## src/design/kxs_ram.sv

```systemverilog
// Generic single-write, single-read RAM with registered read data.
// No dependencies.
module kxs_ram #(
  parameter int WIDTH = 8,
  parameter int DEPTH = 512
) (
  input  logic                                         clk,
  input  logic                                         we,
  input  logic [$clog2((DEPTH > 1) ? DEPTH : 2)-1:0]   waddr,
  input  logic [WIDTH-1:0]                             wdata,
  input  logic                                         re,
  input  logic [$clog2((DEPTH > 1) ? DEPTH : 2)-1:0]   raddr,
  output logic [WIDTH-1:0]                             rdata
);

  logic [WIDTH-1:0] mem_r [DEPTH];
  logic [WIDTH-1:0] rdata_r;

  always_ff @(posedge clk) begin
    if (we) begin
      mem_r[waddr] <= wdata;
    end
    if (re) begin
      rdata_r <= mem_r[raddr];
    end
  end

  assign rdata = rdata_r;

endmodule

```

## config.mk

```make
export PLATFORM = sky130hd
export DESIGN_NAME = kxs_ram
export DESIGN_NICKNAME = d
export VERILOG_FILES = /design/src/design/kxs_ram.sv
export SDC_FILE = /design/constraint.sdc
export NUM_CORES = 2
export LEC_CHECK = 0
export CORE_MARGIN = 5
export CORE_UTILIZATION = 40
export DETAILED_ROUTE_END_ITERATION = 16
export DONT_BUFFER_PORTS = 1
export SYNTH_ARGS = -nofsm -noshare
export SYNTH_HDL_FRONTEND = slang
export SYNTH_SLANG_ARGS = --single-unit
export TNS_END_PERCENT = 10
```

## constraint.sdc

```tcl
create_clock -name clk -period 5.1 [get_ports clk]
set_clock_uncertainty 0.2 [all_clocks]
set_input_delay 1.02 -clock clk [delete_from_list [all_inputs] [get_ports clk]]
set_output_delay 1.02 -clock clk [all_outputs]
set_load 0.005 [all_outputs]
```

==> metrics <==
# H-tree levels 5; crit-path leading delay family buffers and inverters; post-synth top area share 0.7702; gr ovfl total 0; layout cell share with drive strength beyond 1 0.2047; Fmax approximately 200 MHz; worst-skew pair later-pin latency between 900 and 1000 ps; GPL Wtd Cong about 0.85; # nets final around 8,500; synthesis-to-layout area growth 13.90%; RSZ-0062 raised after global routing false; vias in the first global route 82,340; CP arrival 5550 ps; vias 82,370; drt total wl about 420,000 microns; LEAKAGE 57.81 nW; Initial DRT Pass Iterations 5; Worst Setup Start Kind input port; Inst Count DP between 10,000 and 15,000; Multi-input gate area roughly 0.034 sq mm; peak supply drop slightly below 0.0003 V; register area share after synthesis 0.7702; Pins Over Slew Limit slightly below 1,000; Crit path required time 5600 ps; placed cell areas between 0.15 and 0.2 sq mm; maximum clock path buffer count 4; I/O pin count 37; most frequent cell after synthesis edfxtp_1; slew margin rel. -0.4876; Clk pin slew, worst setup/hold paths approximately 60 ps; Seq cells post-synth around 4,100; violated checks slew limit; CP max stage cell buf_16; Worst Path Max Fanout 150; # rows roughly 230; Final Cell Area approximately 0.18 sq mm; Initial Utilization 0.4012; DR WL/cell 30.09 microns; Avg Cell Area, Syn ~20 sq um; WHS ~83 ps; hpwl dp 231,900 microns; asr flop ratio synth 0; first-pass GRT wire length 607,100 microns; Slowest Stage Delay on Critical Path about 570 ps; Mapped Cells 8,030; CTS tree built; Core Footprint 0.3988 sq mm; die height around 640 microns; flop2flop setup slack ~2100 ps; Yosys Warn Count 0; Tcrit/Tclk final 0.9905; crit path cell chain buf_16 > buf_16 > or2_4 > buf_12 > buf_4 > o221ai_1 > o22ai_1 > buf_4 > a22oi_1 > nand4_1 > nand2_1 > o2111a_1; initial antenna violation count 17; Post-Syn Area ~0.16 sq mm; CTS Root Cell clkbuf_16; # fillers approximately 33,000; worst-margin pin slew around 2200 ps; drt drc 0; count of cell types in the netlist 50; non-filler cells, final 14,100; Post-synth EDFFs ~4,100; post-CTS setup buffers 0; Final Setup Violations 0; area leader, netlist edfxtp_1; crit path kind input port to register; syn nets around 8,000; largest net degree at the start of global routing approximately 620; hold crit path type input port to register; flip-flop and latch area around 0.12 sq mm; Vias per Instance 5.843; total track usage 0.1991; max-cap check violation count 0; cts bufs inserted around 410; DR iter-0 viols around 9,300; Hold Vio Cnt, Final 0; Crit path buffers/inverters 5; die area ~0.41 sq mm; Synth area leaders edfxtp_1 (77%), mux4_2 (9.2%), mux2i_1 (5.0%), o221ai_1 (2.0%), nor2_1 (1.4%); antenna viol nets, final 0; fin crit period around 5000 ps; PwrDens 384.9 mW/mm^2; CTS sink cnt roughly 4,000; IO buf count 0; outcome finished with violations; Worst setup EP type register; most frequent cells after synthesis edfxtp_1 (4,104), mux2i_1 (797), mux4_2 (654); Post-synth top flop edfxtp_1; die width around 640 microns
-- layout make-up --
cell class / instances / area share
Antenna cell: 17 / 0.0002334
Clock buffer: 503 / 0.05949
Clock inverter: 260 / 0.01354
Inverter: 3 / 0.0001030
Multi-Input combinational cell: 3410 / 0.1869
Sequential cell: 4104 / 0.6762
Tap cell: 5265 / 0.03615
Timing Repair Buffer: 534 / 0.02742
-- kinds of logic (layout without fill, tap and decap cells) --
logic type,Yosys count,count (layout),synth area share
AO/OA/AOI/OAI,979,979,0.04311
flip-flops,4104,4104,0.7702
buffers and inverters,516,1300,0.01848
AND/OR/NAND/NOR,980,980,0.02630
multiplexers,1451,1451,0.1419
other,0,17,0
-- final timing paths --
check                 from            to  cells past startpoint
max reg2reg  mem_r[423][0]      rdata[0]                      7
min               wdata[1]  mem_r[99][1]                      0
max               raddr[1]      rdata[0]                     12
min reg2reg  mem_r[375][3]      rdata[3]                      7
-- layout by cell type (no fill, tap or decap), types with 20 or more instances in the layout --
cell type and n:
clkbuf_16 424, nand3_1 32, o221ai_1 371, bufinv_16 40
nand4_1 32, nor4_1 34, buf_16 24, o21ai_0 118
edfxtp_1 4104, clkinv_2 69, buf_12 25, a22oi_1 61
nor3_1 108, clkinvlp_4 20, mux2i_1 797, clkbuf_1 82
mux4_2 654, buf_4 470, nor2_1 595, nand2_1 97
o22ai_1 163, clkinv_1 104, a21oi_1 194
-- what timing repair did --
action	in CTS	in global routing
cloned	6	3
gates resized for setup	0	3
hold buffers	4	4
hold endpoints to repair	11	69
setup endpoints to repair	8	8
-- where the power goes --
part,leakage [nW],switching (mW),internal [mW]
Combinational,14.5,1.87,1.13
Clock,6.45,12.8,17.2
Sequential,36.9,0.0467,37.2
Total,57.8,14.7,55.5
-- metrics by stage --
| step | setup WS [ps] | power [mW] | util | TNS [ps] |
|---|---|---|---|---|
| after floorplan | 1769 | 39.65 | - | 0 |
| after global placement | -2102 | 40.49 | 0.4216 | -15090 |
| after detailed placement | -2087 | 40.50 | 0.4216 | -15360 |
| after CTS | 27.59 | 70.19 | 0.4556 | 0 |
| after global routing | 23.92 | 72.21 | 0.4568 | 0 |
| final | 48.23 | 70.14 | 0.4570 | 0 |
-- metal layers --
metal	track usage	vias up	share of wire
met5	0	-	0.000031
met4	0.05959	2	0.032
met3	0.03858	643	0.087
met2	0.3165	3767	0.48
met1	0.2798	43550	0.40
li1	-	34400	-
-- state kept, by name (all words and copies together) (netlist names) --
signal  cells
mem_r    4096
rdata       8
(Power assumes the default switching activity.)
