File: src/design/kxs_pkg.sv
// Shared types and constants for the keyed XOR stream decryptor.
// No dependencies; the top level and kxs_mod refer to it by scoped name.
package kxs_pkg;

  localparam int KEY_LEN_W  = 10;   // key_length register, also residue width
  localparam int IDX_OFF_W  = 17;   // index_offset register
  localparam int POS_W      = 15;   // stream position within a page
  localparam int SQ_W       = 30;   // square of a position
  localparam int CFG_IDX_W  = 2;
  localparam int CFG_DATA_W = 17;

  localparam logic [POS_W-1:0]     PAGE_LAST        = 15'h7fff;  // position 32767, taken once after the first page ends
  localparam logic [POS_W-1:0]     PAGE_END         = 15'd32766; // last position before wrap
  localparam logic [IDX_OFF_W-1:0] INDEX_OFFSET_RST = 17'd80923;

  localparam logic MODE_KEY_LOAD = 1'b0;
  localparam logic MODE_DECRYPT  = 1'b1;

  typedef enum logic [CFG_IDX_W-1:0] {
    CFG_CIPHER_MODE  = 2'd0,
    CFG_KEY_LENGTH   = 2'd1,
    CFG_INDEX_OFFSET = 2'd2
  } cfg_reg_t;

  typedef struct packed {
    logic       mode;
    logic [8:0] key_index;
    logic [7:0] key_value;
    logic [7:0] data_byte;
    logic       chunk_end;
  } in_beat_t;

  typedef struct packed {
    logic [7:0] plain_byte;
    logic       chunk_last;
    logic       key_error;
  } out_beat_t;

  // Map cipher byte: shift both ways by the same amount and merge.
  function automatic logic [7:0] map_byte(input logic [7:0] v, input logic [2:0] s);
    return (v << s) | (v >> s);
  endfunction

endpackage

File: src/design/kxs_mod.sv
// Bit-serial remainder unit: dividend mod divisor, one dividend bit per cycle.
// Depends on kxs_pkg for widths.
module kxs_mod (
  input  logic                           clk,
  input  logic                           rst_n,
  input  logic                           start,
  input  logic [kxs_pkg::SQ_W-1:0]       dividend,
  input  logic [kxs_pkg::KEY_LEN_W-1:0]  divisor,
  output logic                           done,
  output logic [kxs_pkg::KEY_LEN_W-1:0]  rem
);

  localparam int CNT_W = $clog2(kxs_pkg::SQ_W);

  logic [kxs_pkg::SQ_W-1:0]      shift_r;
  logic [kxs_pkg::KEY_LEN_W-1:0] rem_r, rem_nxt;
  logic [CNT_W-1:0]              cnt_r;
  logic                          run_r, done_r;
  logic [kxs_pkg::KEY_LEN_W:0]   trial;

  // restoring step; partial remainder stays below divisor
  assign trial = {rem_r, shift_r[kxs_pkg::SQ_W-1]};

  always_comb begin
    if (trial >= {1'b0, divisor}) begin
      rem_nxt = kxs_pkg::KEY_LEN_W'(trial - {1'b0, divisor});
    end else begin
      rem_nxt = trial[kxs_pkg::KEY_LEN_W-1:0];
    end
  end

  always_ff @(posedge clk) begin
    if (!rst_n) begin
      run_r  <= 1'b0;
      done_r <= 1'b0;
      cnt_r  <= '0;
    end else begin
      done_r <= 1'b0;
      if (start) begin
        run_r <= 1'b1;
        cnt_r <= '0;
      end else if (run_r) begin
        cnt_r <= cnt_r + 1'b1;
        if (cnt_r == CNT_W'(kxs_pkg::SQ_W - 1)) begin
          run_r  <= 1'b0;
          done_r <= 1'b1;
        end
      end
    end
  end

  always_ff @(posedge clk) begin
    if (start) begin
      shift_r <= dividend;
      rem_r   <= '0;
    end else if (run_r) begin
      shift_r <= shift_r << 1;
      rem_r   <= rem_nxt;
    end
  end

  assign done = done_r;
  assign rem  = rem_r;

endmodule
File: config.mk
export PLATFORM = sky130hd
export DESIGN_NAME = kxs_mod
export DESIGN_NICKNAME = d
export VERILOG_FILES = /design/src/design/kxs_pkg.sv /design/src/design/kxs_mod.sv
export SDC_FILE = /design/constraint.sdc
export NUM_CORES = 1
export LEC_CHECK = 0
export BUFFER_PORTS_ARGS = -buffer_cell sky130_fd_sc_hd__buf_2
export CORE_MARGIN = 8
export CORE_UTILIZATION = 54
export DETAILED_ROUTE_END_ITERATION = 6
export PLACE_DENSITY_LB_ADDON = 0.1
export SYNTH_ARGS = -nofsm -noshare
export SYNTH_HDL_FRONTEND = slang
export SYNTH_SLANG_ARGS = --single-unit
File: constraint.sdc
create_clock -name clk -period 2.6 [get_ports clk]
set_input_delay 0.26 -clock clk [delete_from_list [all_inputs] [get_ports clk]]
set_output_delay 0.26 -clock clk [all_outputs]
set_load 0.01 [all_outputs]
==> results of run 1 <==
==> path summary, 6_finish.rpt <==
path                  to  slack (ps)
setup / recovery  rem[8]         340
hold / removal     run_r         190
setup reg to reg  rem[8]         340
hold reg to reg   rem[4]         500
==> report_power, final <==
part           internal [W]  total, W  switching [W]
logic              0.000154  0.000316       0.000162
registers          0.000869  0.000900      0.0000306
clock network      0.000183  0.000417       0.000234
total               0.00121   0.00163       0.000427
==> final cells by class <==
type                       count  area, um^2
clock inverter                 3       15.01
tap                           52       65.06
multi-input combinational    140        1150
clock buffer                   5       68.82
inverter                      18       67.56
fill                         364        1506
timing repair buffer          56       300.3
sequential                    47        1241
==> cells in the final DEF (no fill, tap or decap), types with 6 or more instances in the layout <==
| master | n |
|---|---|
| inv_1 | 17 |
| xor2_1 | 6 |
| a21oi_1 | 6 |
| nor2_1 | 22 |
| buf_2 | 53 |
| edfxtp_1 | 30 |
| ha_1 | 12 |
| mux2_2 | 29 |
| nand2_1 | 7 |
| dfxtp_1 | 17 |
==> stage by stage <==
step / setup WS [ps] / area, um^2
2_1_floorplan: 603.7 / 2496
3_3_place_gp: 425.1 / 2824
3_5_place_dp: 368.9 / 2824
4_1_cts: 354.5 / 2908
5_1_grt: 187.2 / 2908
6_report: 339.0 / 2908
==> state kept, by name, indices dropped and copies added (netlist names) <==
name,cells
run_r,1
done,1
shift_r,30
cnt_r,5
rem,10
==> cell families (layout without fill, tap and decap cells) <==
family	count (synthesis)	after routing
fa+ha+maj	13	13
compound gates	36	36
mux	33	33
flops	47	47
xor+xnor	10	10
buf+inv	26	82
simple gates	48	48
==> per-layer routing <==
metal	part of all wire, %	GRT usage [%]
met5	0	0
met4	1.1	4.082
met3	7.2	5.566
met2	44	19.86
met1	47	17.16
==> flow_metrics.py, run 1 <==
metrics = {
    "drt": {
        "wl_um": 4694,
        "final_antenna_net_count": 0,
        "via_per_inst": 5.333,
        "vias": 1712,
        "initialDrtViolationCount": 92,
        "wl_per_cell_um": 14.62,
        "first_pass_iters": 4,
        "route.detailed.drc": 0,
    },
    "synthesis": {
        "ys_types": 43,
        "muxShareOfSynthArea_pct": 14.69,
        "yosysTopAreaCell": "edfxtp_1",
        "synth_edf_count": 30,
        "avgSynthCellArea_um2": 11.72,
        "ys_ff_latch": 47,
        "yosys.area_share.adder_pct": 6.817,
        "ys.flop_type": "edfxtp_1",
        "synth_top_cells_by_count": "edfxtp_1 (30), mux2_2 (29), nor2_1 (22)",
        "netlist_area_mm2": 0.002496,
        "synth_xor_xnor_area_share_pct": 3.509,
        "synth.most_common_cell": "edfxtp_1",
        "synth_top_area_share_pct": 36.09,
        "syn_inst": 213,
        "yosysSeqAreaShare_pct": 49.72,
        "synth-compound-area-share_pct": 11.73,
        "synth-async-reset-ratio_pct": 0,
        "synth_top_family_by_area": "multiplexers",
        "synth-simple-area-share_pct": 9.323,
        "synth_fp_nets": 269,
        "synthTopCellsByArea": "edfxtp_1 (36%), dfxtp_1 (14%), mux2_2 (13%)",
        "yosysWarnings": 0,
    },
    "cells_and_area": {
        "fin_cells": 321,
        "area_growth_pct": 16.49,
        "fin_util_pct": 65.87,
        "antenna_cells": 0,
        "layout-drive-gt1-share_pct": 37.55,
        "nets": 324,
    },
    "worst_hold_path": {
        "holdPathStages": 2,
        "hp-start": "rst_n",
        "hold_class": "in -> reg",
    },
    "worst_setup_path": {
        "max_stage_delay_ps": 410,
        "worst_setup_path_end_kind": "flop",
        "crit_required_ps": 2790,
        "path_common_cell": "inv_1",
        "crit_slowest_cell": "edfxtp_1",
        "cp.arrival_ps": 2450,
        "start_kind": "flop",
        "critical_path.top_delay_family": "compound AO/OA/AOI/OAI gates",
        "crit_cells": 10,
        "path_class": "reg -> reg",
        "cp_num_buf_inv": 2,
        "reg2reg_depth": 10,
        "crit_start": "shift_r[29]",
        "timing.rr.start": "shift_r[29]",
        "crit_chain": "inv_1 -> ha_1 -> inv_1 -> fa_1 -> a21o_1 -> a21oi_1 -> o22ai_1 -> nor2_1 -> xnor2_1 -> a31o_2",
        "cp_max_fo": 3,
    },
    "sta": {
        "tightestPinTransition_ps": 505.4,
        "holdWs_ps": 191.7,
        "rsz0062_at_grt": "false",
        "setup-violations-final": 0,
        "finalMaxSlewViolations": 0,
        "max_freq_ghz": 0.4423,
        "fin_crit_sh_pct": 86.96,
        "finalClockSkew_ps": 3.938,
        "fin_setup_tns_ps": 0,
        "hold_viol_final": 0,
        "fin_crit_ps": 2261,
        "max-slew-margin-rel_pct": 66.20,
    },
    "placed_design": {
        "dp.cells": 313,
        "hpwl_um": 3500,
        "port_buffers": 53,
        "place.gp.congestion": 0.7833,
    },
    "global_routing": {
        "antenna_found_initial": 0,
        "grt_overflow_total": 0,
        "grt_pass1_wl_um": 7921,
        "grt_usage_pct": 13.37,
        "grt_max_degree": 42,
        "grt_pass1_vias": 1719,
    },
    "floorplan": {
        "ios": 54,
        "die_h_um": 83.99,
        "die_x_um": 83.99,
        "rows": 24,
        "core-area_mm2": 0.004414,
        "start_util_pct": 56.55,
        "dieArea_mm2": 0.007054,
    },
    "clock_tree": {
        "tritoncts": "yes",
        "cts-root-buf": "clkbuf_8",
        "clock-sinks": 47,
        "cts_buffers": 5,
        "cts_hold_buf": 0,
        "postCtsSetupRepairBufs": 0,
        "cts.htree.levels": 2,
        "cts_buffer_depth": 2,
        "cts_resized": 0,
        "clock_latency_ps": 290,
        "path_clk_slew_ps": 80,
    },
    "power": {
        "power_w": 0.001633,
        "leakage_nw": 1.221,
        "ir_drop_mv": 0.3905,
        "p_per_area_mw_per_mm2": 561.5,
    },
    "run": {
        "maxCapViolCount": 0,
    },
    "outcome": {
        "status": "completed",
    },
}
Power figures use the tool's default switching activity.
==> run 2, diff against run 1 <==
BUFFER_PORTS_ARGS = unset   (was -buffer_cell sky130_fd_sc_hd__buf_2)
CORE_UTILIZATION = 63   (was 54)
DONT_BUFFER_PORTS = 1   (was unset)
SKIP_CTS_REPAIR_TIMING = 1   (was unset)
==> run 2 against run 1 <==
Register-to-register slack got worse by 30 ps. Sequential share of layout area is 4.4 points higher. Sequential power grew 0.9%. Sequential cell count unchanged. Design area shrank 9.4%. Critical endpoint is now rem[3]. Largest power group unchanged.
==> flow_metrics.py, run 2 (synthesis gave the netlist of run 1 again) <==
metrics = {
    "drt": {
        "route.detailed.drc": 0,
        "final_antenna_net_count": 0,
        "wl_um": 4920,
        "via_per_inst": 6.019,
        "vias": 1589,
        "wl_per_cell_um": 18.64,
        "first_pass_iters": 4,
        "initialDrtViolationCount": 125,
    },
    "sta": {
        "fin_crit_ps": 2292,
        "hold_viol_final": 0,
        "finalMaxSlewViolations": 0,
        "setup-violations-final": 0,
        "holdWs_ps": 30.44,
        "fin_setup_tns_ps": 0,
        "finalClockSkew_ps": 7.391,
        "tightestPinTransition_ps": 1063,
        "max_freq_ghz": 0.4362,
        "max-slew-margin-rel_pct": 29.06,
        "rsz0062_at_grt": "false",
        "fin_crit_sh_pct": 88.17,
    },
    "floorplan": {
        "core-area_mm2": 0.003914,
        "die_h_um": 78.95,
        "rows": 23,
        "die_x_um": 78.95,
        "dieArea_mm2": 0.006232,
        "ios": 54,
        "start_util_pct": 63.78,
    },
    "global_routing": {
        "grt_pass1_wl_um": 7679,
        "grt_usage_pct": 15.84,
        "antenna_found_initial": 0,
        "grt_overflow_total": 0,
        "grt_pass1_vias": 1599,
        "grt_max_degree": 43,
    },
    "worst_setup_path": {
        "start_kind": "flop",
        "crit_required_ps": 2810,
        "worst_setup_path_end_kind": "flop",
        "cp.arrival_ps": 2500,
        "path_class": "reg -> reg",
        "cp_max_fo": 14,
    },
    "placed_design": {
        "hpwl_um": 3562,
        "place.gp.congestion": 0.8812,
        "port_buffers": 0,
        "dp.cells": 256,
    },
    "cells_and_area": {
        "area_growth_pct": 5.564,
        "largest_reg_flops": 30,
        "regMostFlops": "shift_r",
        "mostFrequentLayoutCells": "edfxtp_1 (30), mux2_2 (29), nor2_1 (22)",
        "fin_cells": 264,
        "final_common_cell": "edfxtp_1",
        "nets": 269,
        "antenna_cells": 0,
        "layout-drive-gt1-share_pct": 21.50,
    },
    "clock_tree": {
        "tritoncts": "yes",
        "path_clk_slew_ps": 80,
        "cts-root-buf": "clkbuf_8",
        "clock_latency_ps": 290,
        "clock-sinks": 47,
        "cts_buffer_depth": 2,
        "cts.htree.levels": 2,
        "cts_buffers": 5,
    },
    "outcome": {
        "status": "completed",
    },
    "power": {
        "leakage_nw": 0.9962,
        "ir_drop_mv": 0.3903,
        "p_per_area_mw_per_mm2": 639.0,
    },
    "worst_hold_path": {
        "hold_class": "in -> reg",
    },
    "run": {
        "maxCapViolCount": 0,
    },
}
[run 2: path summary, 6_finish.rpt]
| check | cells after the start | slack (ps) | to | startpoint |
|---|---|---|---|---|
| max | 7 | 310 | rem[3] | rem[0] |
| min | 1 | 30 | rem[7] | start |
| max reg2reg | 7 | 310 | rem[3] | rem[0] |
| min reg2reg | 2 | 510 | done | cnt_r[4] |
[run 2: through the flow]
step / util, % / power (W) / setup slack (ps) / instance area (um^2)
floorplan: - / 0.001138 / 603.7 / 2496
global placement: 64.61 / 0.001166 / 432.2 / 2529
detailed placement: 64.61 / 0.001181 / 355.5 / 2529
CTS: 67.33 / 0.001694 / 312.0 / 2635
global route: 67.33 / 0.001764 / 152.4 / 2635
finish: 67.33 / 0.001684 / 307.6 / 2635
[run 2: critical path: stages (launching register included)]
cell,delay [ps]
dfxtp_1,530
ha_1,320
nand2b_1,130
a21oi_2,100
o31ai_4,320
a41oi_4,330
mux2i_1,200
a211oi_1,270
[run 2: power by group]
| part | switching [W] | leakage, nW | total (W) | internal [W] |
|---|---|---|---|---|
| logic | 0.000138 | 0.503 | 0.000259 | 0.000121 |
| clock network | 0.000229 | 0.0524 | 0.000517 | 0.000288 |
| registers | 0.0000382 | 0.441 | 0.000908 | 0.000870 |
| total | 0.000405 | 0.996 | 0.00168 | 0.00128 |
[run 2: area by class of cell]
class,instances,area [um^2]
inverter,18,67.56
clock buffer,7,76.32
clock inverter,1,30.03
tap,50,62.56
fill,317,1279
sequential,47,1241
multi-input combinational,140,1150
timing repair buffer,1,7.507
[run 2: routing by layer]
layer | global-route usage, % | up-vias | share of wire (%)
met5 | 0 | - | 0
met4 | 5.000 | 0 | 1.1
met3 | 7.788 | 6 | 10
met2 | 26.26 | 61 | 48
met1 | 17.44 | 752 | 40
li1 | - | 770 | -
==> run 3, diff against run 2 <==
CAP_MARGIN = 0   (was unset)
CORE_UTILIZATION = 57   (was 63)
clock period = 1.9 ns   (was 2.6 ns; I/O delays follow)
==> run 3 against run 2 <==
The flow now finishes with violations (negative setup slack). First-iteration DRC count fell by 50%. Worst setup slack got worse by 460 ps. Sequential power rose by 35%. Via count rose by 9.9%. Global-route usage fell by 0.21 points. Non-clock buffer count rose by 30. Clock skew rose by 2.3 ps. Largest cell class is now multi-input gates.
==> flow_metrics.py, run 3 (synthesis gave the netlist of run 1 again) <==
metrics = {
    "drt": {
        "initialDrtViolationCount": 63,
        "wl_um": 5490,
        "vias": 1747,
        "final_antenna_net_count": 0,
        "wl_per_cell_um": 18.48,
        "via_per_inst": 5.882,
        "route.detailed.drc": 0,
        "first_pass_iters": 4,
    },
    "sta": {
        "fin_crit_sh_pct": 107.8,
        "tightestPinTransition_ps": 686.6,
        "holdWs_ps": 25.07,
        "hold_viol_final": 0,
        "finalClockSkew_ps": 9.730,
        "setup-violations-final": 6,
        "fin_crit_ps": 2048,
        "setup_slack_ps": -148.3,
        "max_freq_ghz": 0.4882,
        "finalMaxSlewViolations": 0,
        "max-slew-margin-rel_pct": 53.88,
        "rsz0062_at_grt": "true",
    },
    "clock_tree": {
        "cts_buffers": 5,
        "cts-root-buf": "clkbuf_8",
        "cts_buffer_depth": 2,
        "clock_latency_ps": 300,
        "path_clk_slew_ps": 90,
        "cts.htree.levels": 2,
        "tritoncts": "yes",
        "clock-sinks": 47,
    },
    "worst_setup_path": {
        "crit_required_ps": 2080,
        "start_kind": "flop",
        "reg2reg_depth": 10,
        "r2r_end": "rem[6]",
        "cp.arrival_ps": 2230,
        "ff2ff_setup_slack_ps": -150,
        "timing.rr.start": "shift_r[29]",
        "path_class": "reg -> reg",
        "worst_setup_path_end_kind": "flop",
        "cp_max_fo": 3,
    },
    "cells_and_area": {
        "nets": 300,
        "largest_reg_flops": 30,
        "mostFrequentLayoutCells": "edfxtp_1 (30), mux2_2 (29), buf_4 (27)",
        "regMostFlops": "shift_r",
        "antenna_cells": 0,
        "final_common_cell": "edfxtp_1",
        "layout-drive-gt1-share_pct": 38.78,
        "fillCellCount": 325,
        "area_growth_pct": 20.35,
    },
    "floorplan": {
        "dieArea_mm2": 0.006753,
        "core-area_mm2": 0.004294,
        "die_h_um": 82.18,
        "die_x_um": 82.18,
        "start_util_pct": 58.13,
        "rows": 24,
        "ios": 54,
    },
    "power": {
        "power_w": 0.002359,
        "ir_drop_mv": 0.4707,
        "p_per_area_mw_per_mm2": 785.2,
        "leakage_nw": 1.144,
    },
    "outcome": {
        "status": "complete, but fails checks",
        "violations": "negative setup slack",
    },
    "worst_hold_path": {
        "holdPathEnd": "run_r",
        "hold_class": "in -> reg",
        "hp-start": "rst_n",
        "holdPathStages": 1,
    },
    "placed_design": {
        "place.gp.congestion": 0.8265,
        "port_buffers": 0,
        "dp_slack_ps": -196.9,
        "hpwl_um": 3801,
    },
    "run": {
        "maxCapViolCount": 0,
    },
    "global_routing": {
        "grt_pass1_vias": 1732,
        "antenna_found_initial": 0,
        "grt_usage_pct": 15.63,
        "grt_pass1_wl_um": 8059,
        "grt_max_degree": 43,
        "grt_overflow_total": 0,
    },
}
run 3: layer usage:
layer / global-route usage [%] / routed length, um / vias to the layer above
met3: 6.277 / 486 / 13
met1: 17.16 / 2093 / 835
met2: 27.23 / 2817 / 63
met5: 0 / 0 / -
li1: - / - / 836
met4: 4.561 / 93 / 0
run 3: through the flow:
step | instance area [um^2] | cells | util, % | TNS [ps]
floorplan | 2556 | 213 | - | 0
global placement | 2749 | 279 | 64.02 | -587.2
detailed placement | 2749 | 279 | 64.02 | -1043
CTS | 2836 | 287 | 66.05 | -1181
global route | 3004 | 297 | 69.96 | -1251
finish | 3004 | 297 | 69.96 | -531.4
run 3: report_power, final:
group	leakage, nW	internal [W]	total [W]	switching [W]
clock	0.0445	0.000259	0.000607	0.000349
sequential	0.442	0.00119	0.00123	0.0000357
combinational	0.657	0.000275	0.000525	0.000251
total	1.14	0.00172	0.00236	0.000635
run 3: critical path, stage by stage (launching register included):
cell and delay (ps):
edfxtp_1 410, inv_2 90, ha_4 130, inv_2 40, fa_2 350, a21o_1 180
a21oi_2 200, o21bai_1 90, a21oi_1 180, xor2_1 170, a31oi_1 100
run 3: final cells by class:
| cell class | instances | area (um^2) | area share, % |
|---|---|---|---|
| Multi-Input combinational cell | 141 | 1292 | 43.02 |
| Sequential cell | 47 | 1245 | 41.44 |
| Timing Repair Buffer | 31 | 246.5 | 8.205 |
| Clock buffer | 5 | 68.82 | 2.291 |
| Inverter | 18 | 67.56 | 2.249 |
| Tap cell | 52 | 65.06 | 2.166 |
| Clock inverter | 3 | 18.77 | 0.6247 |
run 3: how the worst max path moves through the flow:
stage / depth (start not counted) / start / to
after global placement: 10 / shift_r[29] / rem[8]
after detailed placement: 7 / rem[4] / rem[1]
after floorplan: 10 / shift_r[29] / rem[8]
after CTS: 7 / rem[4] / rem[1]
after global routing: 10 / shift_r[29] / rem[6]
final: 10 / shift_r[29] / rem[6]
